File: src/hw/rtl/tbs_pkg.sv
// tbs_pkg: field widths, status codes and register indexes of the token bucket shaper
// no dependencies; every other file of the block but tbs_ram uses it
package tbs_pkg;

  localparam int LEVEL_W    = 10;  // bucket level and bucket depth
  localparam int NEED_IN_W  = 10;  // tokens_needed field
  localparam int NUM_W      = 16;  // packet numbers and packet limit
  localparam int STATUS_W   = 3;
  localparam int CFG_IDX_W  = 4;
  localparam int CFG_DATA_W = 16;

  typedef enum logic [STATUS_W-1:0] {
    ST_QUEUED     = 3'd0,
    ST_TOO_BIG    = 3'd1,
    ST_QUEUE_FULL = 3'd2,
    ST_IGNORED    = 3'd3,
    ST_TOKEN_ADD  = 3'd4,
    ST_TOKEN_DROP = 3'd5
  } status_t;

  localparam logic KIND_PACKET = 1'b0;
  localparam logic KIND_TICK   = 1'b1;

  localparam logic [CFG_IDX_W-1:0] CFG_BUCKET_DEPTH = 4'd0;
  localparam logic [CFG_IDX_W-1:0] CFG_PACKET_LIMIT = 4'd1;

  localparam logic [LEVEL_W-1:0] BUCKET_DEPTH_RST = 10'd10;
  localparam logic [NUM_W-1:0]   PACKET_LIMIT_RST = 16'd20;

endpackage

File: src/hw/rtl/tbs_in_if.sv
// tbs_in_if: input channel of the shaper, one token tick or packet arrival per transfer
// depends on tbs_pkg
interface tbs_in_if;
  logic                          valid;
  logic                          ready;
  logic                          kind;
  logic [tbs_pkg::NEED_IN_W-1:0] tokens_needed;

  modport source (output valid, output kind, output tokens_needed, input ready);
  modport sink   (input valid, input kind, input tokens_needed, output ready);
endinterface

File: src/hw/rtl/tbs_out_if.sv
// tbs_out_if: result channel of the shaper, one result per input transfer
// depends on tbs_pkg
interface tbs_out_if;
  logic                        valid;
  logic                        ready;
  tbs_pkg::status_t            status;
  logic [tbs_pkg::NUM_W-1:0]   packet_number;
  logic                        released;
  logic [tbs_pkg::NUM_W-1:0]   released_number;
  logic [tbs_pkg::LEVEL_W-1:0] bucket_level;

  modport source (output valid, output status, output packet_number, output released,
                  output released_number, output bucket_level, input ready);
  modport sink   (input valid, input status, input packet_number, input released,
                  input released_number, input bucket_level, output ready);
endinterface

File: src/hw/rtl/tbs_cfg_if.sv
// tbs_cfg_if: register write channel of the shaper
// depends on tbs_pkg
interface tbs_cfg_if;
  logic                             valid;
  logic                             ready;
  logic [tbs_pkg::CFG_IDX_W-1:0]    index;
  logic [tbs_pkg::CFG_DATA_W-1:0]   data;

  modport source (output valid, output index, output data, input ready);
  modport sink   (input valid, input index, input data, output ready);
endinterface

File: src/hw/rtl/token_bucket_shaper.sv
// token_bucket_shaper: every item goes through accept and then head check; one item at a time
// the waiting-packet fifo lives in a ram with registered read, so the head check follows the accept
// the result is written into the output register from the head check, once that register is free
// a new item is taken while the last result still waits for its transfer
// rst_n (synchronous) empties the fifo and bucket and restores the register defaults
// the fifo ram needs no clearing: only entries below the fill count are ever read
module token_bucket_shaper #(
  parameter int QUEUE_DEPTH = 64,
  parameter int NEED_BITS   = 10
) (
  input  logic       clk,
  input  logic       rst_n,
  tbs_in_if.sink     in_if,
  tbs_out_if.source  out_if,
  tbs_cfg_if.sink    cfg_if
);
  import tbs_pkg::*;

  localparam int AW    = $clog2(QUEUE_DEPTH);
  localparam int CNT_W = $clog2(QUEUE_DEPTH + 1);
  localparam int EW    = NUM_W + NEED_BITS;
  // compare width that holds both a stored need and the bucket level
  localparam int CW    = (NEED_BITS > LEVEL_W) ? NEED_BITS : LEVEL_W;

  typedef enum logic {
    S_IDLE,
    S_EXEC
  } state_t;

  // configuration registers
  logic [LEVEL_W-1:0] bucket_depth;
  logic [NUM_W-1:0]   packet_limit;

  tbs_cfg_regs u_cfg (
    .clk          (clk),
    .rst_n        (rst_n),
    .cfg_if       (cfg_if),
    .bucket_depth (bucket_depth),
    .packet_limit (packet_limit)
  );

  // control state
  state_t             state_r, state_nxt;
  logic [LEVEL_W-1:0] level_r, level_nxt;
  logic [NUM_W-1:0]   counter_r, counter_nxt;
  logic [AW-1:0]      head_r, head_nxt;
  logic [AW-1:0]      tail_r, tail_nxt;
  logic [CNT_W-1:0]   count_r, count_nxt;
  logic               out_valid_r, out_valid_nxt;

  // per-item payload carried from the accept cycle into the head check
  status_t            status_r, status_nxt;
  logic [NUM_W-1:0]   number_r, number_nxt;
  logic               fwd_r, fwd_nxt;
  logic [EW-1:0]      fwd_data_r, fwd_data_nxt;

  // output register payload
  status_t            o_status_r, o_status_nxt;
  logic [NUM_W-1:0]   o_number_r, o_number_nxt;
  logic               o_rel_r, o_rel_nxt;
  logic [NUM_W-1:0]   o_rel_num_r, o_rel_num_nxt;
  logic [LEVEL_W-1:0] o_level_r, o_level_nxt;

  // fifo ram: {packet number, need}
  logic               ram_we;
  logic [EW-1:0]      ram_wdata;
  logic               ram_re;
  logic [EW-1:0]      ram_rdata;

  tbs_ram #(
    .WIDTH (EW),
    .DEPTH (QUEUE_DEPTH)
  ) u_fifo_ram (
    .clk   (clk),
    .we    (ram_we),
    .waddr (tail_r),
    .wdata (ram_wdata),
    .re    (ram_re),
    .raddr (head_r),
    .rdata (ram_rdata)
  );

  logic                 accept;
  logic [NUM_W:0]       counter_inc;
  logic [LEVEL_W:0]     level_inc;
  logic [NEED_BITS-1:0] need_in;
  logic [EW-1:0]        head_entry;
  logic [NEED_BITS-1:0] head_need;
  logic                 release_ok;
  logic                 out_free;

  assign in_if.ready = (state_r == S_IDLE);
  assign accept      = in_if.valid && (state_r == S_IDLE);
  assign out_free    = !out_valid_r || out_if.ready;

  assign counter_inc = {1'b0, counter_r} + 1'b1;
  assign level_inc   = {1'b0, level_r} + 1'b1;
  assign need_in     = NEED_BITS'(in_if.tokens_needed);
  assign ram_wdata   = {counter_inc[NUM_W-1:0], need_in};
  // head read is issued at every accept, it lands for the head check
  assign ram_re      = accept;

  // an entry written into an empty fifo is the head itself: take it from the bypass
  assign head_entry  = fwd_r ? fwd_data_r : ram_rdata;
  assign head_need   = head_entry[NEED_BITS-1:0];
  assign release_ok  = (count_r != '0) && (CW'(head_need) <= CW'(level_r));

  always_comb begin
    state_nxt     = state_r;
    level_nxt     = level_r;
    counter_nxt   = counter_r;
    head_nxt      = head_r;
    tail_nxt      = tail_r;
    count_nxt     = count_r;
    out_valid_nxt = out_valid_r;
    status_nxt    = status_r;
    number_nxt    = number_r;
    fwd_nxt       = fwd_r;
    fwd_data_nxt  = fwd_data_r;
    o_status_nxt  = o_status_r;
    o_number_nxt  = o_number_r;
    o_rel_nxt     = o_rel_r;
    o_rel_num_nxt = o_rel_num_r;
    o_level_nxt   = o_level_r;
    ram_we        = 1'b0;

    // result taken by the sink
    if (out_valid_r && out_if.ready) begin
      out_valid_nxt = 1'b0;
    end

    case (state_r)
      S_IDLE: begin
        if (accept) begin
          state_nxt    = S_EXEC;
          number_nxt   = '0;
          fwd_nxt      = 1'b0;
          fwd_data_nxt = ram_wdata;
          if (in_if.kind == KIND_TICK) begin
            // bucket grows by one unless it is at or above its depth
            if (level_inc <= {1'b0, bucket_depth}) begin
              level_nxt  = level_inc[LEVEL_W-1:0];
              status_nxt = ST_TOKEN_ADD;
            end else begin
              status_nxt = ST_TOKEN_DROP;
            end
          end else if (counter_inc > {1'b0, packet_limit}) begin
            // arrival past the limit: no number used
            status_nxt = ST_IGNORED;
          end else begin
            counter_nxt = counter_inc[NUM_W-1:0];
            number_nxt  = counter_inc[NUM_W-1:0];
            if (in_if.tokens_needed > bucket_depth) begin
              status_nxt = ST_TOO_BIG;
            end else if (count_r == CNT_W'(QUEUE_DEPTH)) begin
              status_nxt = ST_QUEUE_FULL;
            end else begin
              ram_we     = 1'b1;
              fwd_nxt    = (count_r == '0);
              tail_nxt   = (tail_r == AW'(QUEUE_DEPTH - 1)) ? '0 : tail_r + 1'b1;
              count_nxt  = count_r + 1'b1;
              status_nxt = ST_QUEUED;
            end
          end
        end
      end
      S_EXEC: begin
        // ram read data and the bypass hold while the output register is busy
        if (out_free) begin
          state_nxt     = S_IDLE;
          out_valid_nxt = 1'b1;
          o_status_nxt  = status_r;
          o_number_nxt  = number_r;
          o_rel_nxt     = release_ok;
          o_rel_num_nxt = '0;
          o_level_nxt   = level_r;
          if (release_ok) begin
            level_nxt     = level_r - LEVEL_W'(head_need);
            o_level_nxt   = level_r - LEVEL_W'(head_need);
            o_rel_num_nxt = head_entry[EW-1:NEED_BITS];
            head_nxt      = (head_r == AW'(QUEUE_DEPTH - 1)) ? '0 : head_r + 1'b1;
            count_nxt     = count_r - 1'b1;
          end
        end
      end
      default: begin
        state_nxt = S_IDLE;
      end
    endcase
  end

  always_ff @(posedge clk) begin
    if (!rst_n) begin
      state_r     <= S_IDLE;
      level_r     <= '0;
      counter_r   <= '0;
      head_r      <= '0;
      tail_r      <= '0;
      count_r     <= '0;
      out_valid_r <= 1'b0;
    end else begin
      state_r     <= state_nxt;
      level_r     <= level_nxt;
      counter_r   <= counter_nxt;
      head_r      <= head_nxt;
      tail_r      <= tail_nxt;
      count_r     <= count_nxt;
      out_valid_r <= out_valid_nxt;
    end
    // payload, no reset needed
    status_r    <= status_nxt;
    number_r    <= number_nxt;
    fwd_r       <= fwd_nxt;
    fwd_data_r  <= fwd_data_nxt;
    o_status_r  <= o_status_nxt;
    o_number_r  <= o_number_nxt;
    o_rel_r     <= o_rel_nxt;
    o_rel_num_r <= o_rel_num_nxt;
    o_level_r   <= o_level_nxt;
  end

  assign out_if.valid           = out_valid_r;
  assign out_if.status          = o_status_r;
  assign out_if.packet_number   = o_number_r;
  assign out_if.released        = o_rel_r;
  assign out_if.released_number = o_rel_num_r;
  assign out_if.bucket_level    = o_level_r;

endmodule

File: src/hw/rtl/tbs_ram.sv
// tbs_ram: generic single-write, single-read RAM with registered read data
// no dependencies
module tbs_ram #(
  parameter int WIDTH = 26,
  parameter int DEPTH = 64
) (
  input  logic                     clk,
  input  logic                     we,
  input  logic [$clog2(DEPTH)-1:0] waddr,
  input  logic [WIDTH-1:0]         wdata,
  input  logic                     re,
  input  logic [$clog2(DEPTH)-1:0] raddr,
  output logic [WIDTH-1:0]         rdata
);

  logic [WIDTH-1:0] mem [DEPTH];

  always_ff @(posedge clk) begin
    if (we) begin
      mem[waddr] <= wdata;
    end
    if (re) begin
      rdata <= mem[raddr];
    end
  end

endmodule

File: src/hw/rtl/tbs_cfg_regs.sv
// tbs_cfg_regs: bucket depth and packet limit registers behind the write channel
// depends on tbs_pkg and tbs_cfg_if
module tbs_cfg_regs (
  input  logic                        clk,
  input  logic                        rst_n,
  tbs_cfg_if.sink                     cfg_if,
  output logic [tbs_pkg::LEVEL_W-1:0] bucket_depth,
  output logic [tbs_pkg::NUM_W-1:0]   packet_limit
);
  import tbs_pkg::*;

  logic [LEVEL_W-1:0] bucket_depth_r;
  logic [NUM_W-1:0]   packet_limit_r;

  assign cfg_if.ready = 1'b1;

  always_ff @(posedge clk) begin
    if (!rst_n) begin
      bucket_depth_r <= BUCKET_DEPTH_RST;
      packet_limit_r <= PACKET_LIMIT_RST;
    end else if (cfg_if.valid) begin
      // writes to unknown indexes fall through
      case (cfg_if.index)
        CFG_BUCKET_DEPTH: bucket_depth_r <= cfg_if.data[LEVEL_W-1:0];
        CFG_PACKET_LIMIT: packet_limit_r <= cfg_if.data[NUM_W-1:0];
        default: ;
      endcase
    end
  end

  assign bucket_depth = bucket_depth_r;
  assign packet_limit = packet_limit_r;

endmodule

File: src/flat_wrapper.sv
// flat-port wrapper written by rule: the top's interface ports become plain ports
module token_bucket_shaper_flat import tbs_pkg::*;
#(
  parameter int QUEUE_DEPTH = 64,
  parameter int NEED_BITS   = 10
)
  (clk, rst_n, in_if_valid, in_if_kind, in_if_tokens_needed, in_if_ready, out_if_valid, out_if_status, out_if_packet_number, out_if_released, out_if_released_number, out_if_bucket_level, out_if_ready, cfg_if_valid, cfg_if_index, cfg_if_data, cfg_if_ready);
  tbs_in_if in_if_i ();
  tbs_out_if out_if_i ();
  tbs_cfg_if cfg_if_i ();
  input  logic clk;
  input  logic rst_n;
  input wire logic [$bits(in_if_i.valid)-1:0] in_if_valid;
  input wire logic [$bits(in_if_i.kind)-1:0] in_if_kind;
  input wire logic [$bits(in_if_i.tokens_needed)-1:0] in_if_tokens_needed;
  output wire logic [$bits(in_if_i.ready)-1:0] in_if_ready;
  output wire logic [$bits(out_if_i.valid)-1:0] out_if_valid;
  output wire logic [$bits(out_if_i.status)-1:0] out_if_status;
  output wire logic [$bits(out_if_i.packet_number)-1:0] out_if_packet_number;
  output wire logic [$bits(out_if_i.released)-1:0] out_if_released;
  output wire logic [$bits(out_if_i.released_number)-1:0] out_if_released_number;
  output wire logic [$bits(out_if_i.bucket_level)-1:0] out_if_bucket_level;
  input wire logic [$bits(out_if_i.ready)-1:0] out_if_ready;
  input wire logic [$bits(cfg_if_i.valid)-1:0] cfg_if_valid;
  input wire logic [$bits(cfg_if_i.index)-1:0] cfg_if_index;
  input wire logic [$bits(cfg_if_i.data)-1:0] cfg_if_data;
  output wire logic [$bits(cfg_if_i.ready)-1:0] cfg_if_ready;
  assign in_if_i.valid = in_if_valid;
  assign in_if_i.kind = in_if_kind;
  assign in_if_i.tokens_needed = in_if_tokens_needed;
  assign in_if_ready = in_if_i.ready;
  assign out_if_valid = out_if_i.valid;
  assign out_if_status = out_if_i.status;
  assign out_if_packet_number = out_if_i.packet_number;
  assign out_if_released = out_if_i.released;
  assign out_if_released_number = out_if_i.released_number;
  assign out_if_bucket_level = out_if_i.bucket_level;
  assign out_if_i.ready = out_if_ready;
  assign cfg_if_i.valid = cfg_if_valid;
  assign cfg_if_i.index = cfg_if_index;
  assign cfg_if_i.data = cfg_if_data;
  assign cfg_if_ready = cfg_if_i.ready;
  token_bucket_shaper #(.QUEUE_DEPTH(QUEUE_DEPTH), .NEED_BITS(NEED_BITS)) u_core (.clk(clk), .rst_n(rst_n), .in_if(in_if_i), .out_if(out_if_i), .cfg_if(cfg_if_i));
endmodule
File: config.mk
export PLATFORM = sky130hd
export DESIGN_NAME = token_bucket_shaper_flat
export DESIGN_NICKNAME = d
export VERILOG_FILES = /design/src/hw/rtl/tbs_pkg.sv /design/src/hw/rtl/tbs_in_if.sv /design/src/hw/rtl/tbs_out_if.sv /design/src/hw/rtl/tbs_cfg_if.sv /design/src/hw/rtl/token_bucket_shaper.sv /design/src/hw/rtl/tbs_ram.sv /design/src/hw/rtl/tbs_cfg_regs.sv /design/src/flat_wrapper.sv
export SDC_FILE = /design/constraint.sdc
export NUM_CORES = 2
export LEC_CHECK = 0
export ABC_CLOCK_PERIOD_IN_PS = 8900
export BUFFER_PORTS_ARGS = -buffer_cell sky130_fd_sc_hd__buf_2
export CORE_AREA = 2 2 405 407
export CTS_CLUSTER_DIAMETER = 100
export DETAILED_ROUTE_END_ITERATION = 7
export DIE_AREA = 0 0 407 409
export SYNTH_ARGS = -nofsm -noshare
export SYNTH_HDL_FRONTEND = slang
export SYNTH_SLANG_ARGS = --single-unit
File: constraint.sdc
create_clock -name clk -period 8.9 [get_ports clk]
set_clock_uncertainty 0.2 [all_clocks]
set_input_delay 1.335 -clock clk [delete_from_list [all_inputs] [get_ports clk]]
set_output_delay 1.335 -clock clk [all_outputs]
set_load 0.005 [all_outputs]
# After elaboration in Yosys (flattened, before gate mapping)
# Memory sizes are Yosys's and may differ from the RTL's. A register that Yosys moved wholly into a read port is not among the register bits.
# Index checks and enable logic that the tools add are counted.
# word_totals
inputBits	36
wordCells	103
reg_bits	165
out_inout_bits	49
n_memories	1
mem_bits_rw	1664
# mem_list
memory	depth	word_bits	rd	rd_clocked_by_memory_dff	wr	line	source
u_core.u_fifo_ram.mem	64	26	1	1	1	tbs_ram.sv:16	logic [WIDTH-1:0] mem [DEPTH];
# op_classes
add_sub_neg	7
n_eq_ne	13
n_reduce_logical	19
bitwise	5
muxes	36
n_lt_le_gt_ge	4
# ops
op	n
10-bit 2-to-1 mux	5
7-bit 2-to-1 mux	7
26-bit 2-to-1 mux	1
10-bit case mux with 2 select lines	1
16-bit by 1-bit adder with 17-bit output, second input constant	1
17-bit by 16-bit greater-than comparator with 1-bit output	1
1-bit 2-to-1 mux	14
2-bit != test, second input constant	7
7-bit case mux with 2 select lines	1
6-bit by 1-bit adder with 6-bit output, second input constant	2
6-bit equality test, second input constant	2
6-bit 2-to-1 mux	2
10-bit by 1-bit adder with 11-bit output, second input constant	1
11-bit by 10-bit <= comparator with 1-bit output	1
10-bit greater-than comparator	1
10-bit <= comparator	1
10-bit subtractor	1
3-bit 2-to-1 mux	3
2-bit AND reduction	4
4-bit AND reduction	2
7-bit by 1-bit adder with 7-bit output, second input constant	1
7-bit equality test, second input constant	1
7-bit zero test	1
7-bit AND reduction	1
15 further kinds	22

# Depth between registers and ports, before layout
# depth
ltp_word	9
mapped_depth	18
mapped_depth_nobuf	15

# Cells and area by module
# From an unflattened synthesis, not the netlist that was laid out.
# hier_totals
cells_unflattened	3662
area_unflattened_um2	73042.6
# by_module_without_submodules
mod	cells_per_inst	n_inst	area_per_inst_um2	seq_area_each_um2
tbs_ram	2841	1	64443.1	50748.7
token_bucket_shaper	710	1	7529.7	3703.6
tbs_cfg_regs	111	1	1069.8	520.5

# Least setup slack after synthesis
# OpenSTA, ideal clock, no wires.
# synth_timing
path_type	reg-to-reg
start	register u_core.counter_r[0]
end	memory u_core.u_fifo_ram.mem[39][0] (enable)
synth_period_minus_slack_ns	7.717
required_ns	8.291
setup_time_ns	0.409
slack_ns	1.183
path_buffers	1
stages_incl_launch_ff	17
t_arrival_ns	7.108
path_cell_list	dfxtp_1 > ha_1 > nand3_2 > nor3_2 > and3_1 > buf_2 > nand3_1 > or2_2 > xnor2_1 > ha_1 > nand3_1 > nor3_1 > a21boi_0 > o41a_4 > nor4_4 > nand3_1 > nor2_1
# synth_via
elab_chain_len	8
# synth_rtl
element	line	source
start: declaration	token_bucket_shaper.sv:45	logic [NUM_W-1:0] counter_r, counter_nxt;
start signal: assignment	token_bucket_shaper.sv:204	counter_r <= counter_nxt;
16-bit by 1-bit adder with 17-bit output	token_bucket_shaper.sv:96	assign counter_inc = {1'b0, counter_r} + 1'b1;
named net u_core.counter_inc[14]	token_bucket_shaper.sv:84	logic [NUM_W:0] counter_inc;
17-bit by 16-bit greater-than comparator with 1-bit output	token_bucket_shaper.sv:147	end else if (counter_inc > {1'b0, packet_limit}) begin
1-bit 2-to-1 mux	token_bucket_shaper.sv:147	
1-bit 2-to-1 mux	token_bucket_shaper.sv:139	if (in_if.kind == KIND_TICK) begin
1-bit 2-to-1 mux	token_bucket_shaper.sv:134	if (accept) begin
1-bit 2-to-1 mux	token_bucket_shaper.sv:132	case (state_r)
1-bit 2-to-1 mux	tbs_ram.sv:19	if (we) begin
1-bit 2-to-1 mux (not written as such)	tbs_ram.sv:20	mem[waddr] <= wdata;
end: declaration	tbs_ram.sv:16	
# The timed path passes the listed nets, and every way through them passes these cells.

# Worst setup path after layout
# layout_timing
start	register u_core.counter_r[0]
end	memory u_core.u_fifo_ram.mem[58][13] (enable)
# The elaborated chain is that of the path after synthesis.

==> results.sh <==
export IMPL_finalMaxSlewViolations=0
export IMPL_clk_pin_slew_worst_paths_ns=0.06
export IMPL_critPathLaunchType="flip-flop"
export IMPL_die_width_um=407
export IMPL_drt_wl_total_um=180000
export IMPL_power_density_nw_per_um2=214
export IMPL_grt_max_degree=125
export IMPL_synth_area_um2=72500
export IMPL_worstMarginPinSlew_ns=1.14
export IMPL_drc=0
export IMPL_cts_tree="done"
export IMPL_ys_warn_count=0
export IMPL_synth_adder_area_share_pct=1.00
export IMPL_hp_class="flip-flop to flip-flop"
export IMPL_avgSynthCellArea_um2=22.0
export IMPL_cp_max_fo=26
export IMPL_num_rows=148
export IMPL_grt_overflow_total=0
export IMPL_crit_path_end_kind="flip-flop"
export IMPL_fillCellCount=12721
export IMPL_grt_setup_unrepaired="no"
export IMPL_ys_seq_area_share_pct=75.8
export IMPL_drtAntennaViolNets=0
export IMPL_antenna_found_initial=16
export IMPL_cts_hold_buf=0
export IMPL_routed_via_count=34330
export IMPL_synth_compound_gate_area_share_pct=1.44
export IMPL_whs_path_depth=0
export IMPL_ios=85
export IMPL_synth_area_top_cells="edfxtp_1, mux4_2, dfxtp_1"
export IMPL_leakage_nw=26.3
export IMPL_cts_sinks=1855
export IMPL_wl_per_cell_um=31.1
export IMPL_async_reset_ff_share_pct=0
export IMPL_drt_vias_per_instance=5.92
export IMPL_crit_type="flip-flop to flip-flop"
export IMPL_die_area_um2=166000
export IMPL_slew_headroom_pct=23.6
export IMPL_core_area_um2=162000
export IMPL_cts_buffers=187
export IMPL_htree_levels=4
export IMPL_period_needed_ns=7.09
export IMPL_reg2reg_from="u_core.counter_r[0]$_SDFFE_PN0P_"
export IMPL_globalplace_congestion=0.845
export IMPL_place_hpwl_um=107000
export IMPL_drive_above_1_share_pct=29.5
export IMPL_multi_input_area_um2=17300
export IMPL_synth_top_family_by_area="multiplexers"
export IMPL_status="finished clean"
export IMPL_dr_pass1_iters=5
export IMPL_synth_top_cell_by_area="edfxtp_1"
export IMPL_hold_viol_final=0
export IMPL_r2r_cells=16
export IMPL_maxCapViolCount=0
export IMPL_synthFlopType="edfxtp_1"
export IMPL_vdd_drop_max_mv=0.171
export IMPL_synthMuxAreaShare_pct=17.6
export IMPL_cts_resized=0
export IMPL_grt_pass1_wl_um=257000
export IMPL_track_usage_pct=21.9
export IMPL_grt_pass1_vias=33808
export IMPL_syn_to_final_growth_pct=13.3
export IMPL_r2r_setup_slack_ns=1.81
export IMPL_fin_nets=3559
export IMPL_setup_viol_count_final=0
export IMPL_arrival_ns=7.30
export IMPL_drt_iter0_drc=4359
export IMPL_portBuffers=83
export IMPL_start_util_pct=44.8
export IMPL_synth_top_cell_area_share_pct=73.8
export IMPL_cts_setup_buffers=0
export IMPL_synth_seq_cells=1855
export IMPL_syn_num_nets=3385
export IMPL_register_area_um2=55000
export IMPL_hold_end="u_core.out_if.packet_number[5]$_DFFE_PP_"
export IMPL_syn_inst=3292
export IMPL_die_h_um=409
export IMPL_clockRootBuffer="clkbuf_16"
export IMPL_crit_required_ns=9.11
export IMPL_tns_ns=0
export IMPL_placed_cell_area_um2=76200
export IMPL_synth_cell_types=72
export IMPL_synth_xor_area_share_pct=0.423
export IMPL_synth_edf_count=1782
export IMPL_hold_start="u_core.number_r[5]$_SDFFCE_PP0P_"
export IMPL_reg2reg_to="u_core.u_fifo_ram.mem[58][13]$_DFFE_PP_"
export IMPL_yosys_area_share_simple_pct=2.52
export IMPL_clkLatencyLatePin_ns=0.79
export IMPL_clk_path_buf_depth=3
export IMPL_design_area_um2=82200
export IMPL_period_share_pct=79.7
export IMPL_fmax_ghz=0.141
==> per-layer routing <==
layer | up-vias | GRT usage, % | wire (um)
met3 | 235 | 3.75 | 13000
met5 | - | 0 | 28
met4 | 4 | 6.16 | 4820
li1 | 14218 | - | -
met1 | 18590 | 33.1 | 78300
met2 | 1283 | 33.2 | 84100
==> logic make-up (layout without fill, tap and decap cells) <==
kind of cell    after synthesis  count (layout)
xor+xnor                     35              35
buf+inv                     212             542
compound gates              159             159
flops                      1855            1855
simple gates                380             380
fa+ha+maj                    57              57
mux                         593             593
other cells                   1               5
==> through the flow <==
step / instances / setup WS, ns / util (%) / total power [mW] / hold WS (ns)
floorplan: 3292 / 1.18 / - / 9.90 / 0.200
global placement: 5452 / 1.95 / 47.1 / 10.1 / 0.201
detailed placement: 5452 / 1.90 / 47.1 / 10.1 / 0.205
CTS: 5797 / 1.86 / 50.7 / 17.7 / 0.218
global route: 5797 / 1.49 / 50.7 / 18.0 / 0.227
finish: 5801 / 1.81 / 50.7 / 17.6 / 0.216
==> power breakdown <==
group	internal (mW)	switching (mW)
Clock	4.39	3.26
Sequential	9.54	0.0204
Combinational	0.0887	0.251
==> sequential cells by signal (all words and copies together), names as in the netlist, 3 cells and up <==
signal / flops
u_core.out_if.released_number: 16
u_core.u_cfg.packet_limit: 16
u_core.u_cfg.bucket_depth: 10
u_core.out_if.status: 3
u_core.out_if.packet_number: 16
u_core.tail_r: 6
u_core.head_r: 6
u_core.out_if.bucket_level: 10
u_core.count_r: 7
u_core.u_fifo_ram.rdata: 26
u_core.fwd_data_r: 26
u_core.status_r: 3
u_core.counter_r: 16
u_core.level_r: 10
u_core.u_fifo_ram.mem: 1664
u_core.number_r: 16
==> synth_stat cells (all sizes together) (3+ instances only) <==
cell type  count
a311oi         3
or2            8
and3           9
nand2b        13
nand4         16
xor2          13
nand2         93
nor4           4
nand3b         6
mux2           3
inv           43
nand3         33
and4           4
a21o           6
a211oi         6
a31oi          3
nand4b         4
nor2b         19
buf           61
and2           3
o31ai         10
o21a           6
xnor2         22
mux4         546
a2111oi        3
or3            5
nor3          13
ha            55
mux2i         44
or4            8
dfxtp         73
o211a          3
o41ai          3
edfxtp      1782
clkbuf       107
o211ai        10
o21ai         31
nor2         135
a21oi         55
==> cells in the final DEF, fill, tap and decap left out, types with 5 or more instances in the layout <==
cell type | netlist | final
a211oi_1 | 5 | 5
a21o_1 | 6 | 6
a21oi_1 | 55 | 55
and3_1 | 9 | 9
buf_12 | 0 | 7
buf_2 | 48 | 83
buf_4 | 1 | 63
bufinv_16 | 0 | 15
clkbuf_1 | 107 | 42
clkbuf_16 | 0 | 191
clkinv_1 | 1 | 43
clkinv_2 | 0 | 38
dfxtp_1 | 73 | 67
edfxtp_1 | 1782 | 1782
ha_1 | 55 | 54
inv_1 | 43 | 40
inv_6 | 0 | 6
mux2i_1 | 44 | 44
mux4_2 | 546 | 546
nand2_1 | 93 | 93
nand2b_1 | 13 | 13
nand3_1 | 32 | 32
nand3b_1 | 6 | 6
nand4_1 | 16 | 16
nor2_1 | 135 | 71
nor2_4 | 0 | 64
nor2b_1 | 19 | 19
nor3_1 | 12 | 12
o211ai_1 | 10 | 10
o21a_1 | 6 | 6
o21ai_0 | 30 | 30
o31ai_1 | 10 | 10
or2_2 | 8 | 8
or3_1 | 5 | 5
or4_1 | 8 | 8
xnor2_1 | 22 | 13
xnor2_2 | 0 | 9
xor2_1 | 13 | 8
xor2_4 | 0 | 5
==> critical path, stage by stage (launching register included) <==
cell and delay, ns:
dfxtp_1 0.52, ha_2 0.32, nand3_2 0.17, nor3_2 0.42, and3_1 0.40, nand3_1 0.24, or2_2 0.39, xnor2_2 0.16
ha_1 0.22, nor3_1 0.19, o21ai_1 0.09, nor3b_1 0.16, o41a_4 0.53, nor4_4 0.65, nand4b_1 0.70, buf_4 0.44
nor2_4 0.87
==> final cells by class <==
type / count / area share (%)
antenna: 4 / 0.0122
clock buffer: 237 / 6.08
clock inverter: 108 / 1.13
inverter: 44 / 0.206
multi-input combinational: 1225 / 21.1
sequential: 1855 / 66.9
tap: 2175 / 3.31
timing repair buffer: 153 / 1.25
==> worst max-delay path by stage <==
stage                                                 from                                      end  slack, ns  cells after the start
after floorplan           u_core.counter_r[0]$_SDFFE_PN0P_   u_core.u_fifo_ram.mem[39][0]$_DFFE_PP_       1.18                     16
after global placement    u_core.counter_r[0]$_SDFFE_PN0P_   u_core.u_fifo_ram.mem[58][8]$_DFFE_PP_       1.95                     16
after detailed placement  u_core.counter_r[0]$_SDFFE_PN0P_   u_core.u_fifo_ram.mem[58][8]$_DFFE_PP_       1.90                     16
after CTS                 u_core.counter_r[0]$_SDFFE_PN0P_  u_core.u_fifo_ram.mem[58][10]$_DFFE_PP_       1.86                     16
after global routing      u_core.counter_r[0]$_SDFFE_PN0P_  u_core.u_fifo_ram.mem[58][22]$_DFFE_PP_       1.49                     16
final                     u_core.counter_r[0]$_SDFFE_PN0P_  u_core.u_fifo_ram.mem[58][13]$_DFFE_PP_       1.81                     16
Power figures use the tool's default switching activity.
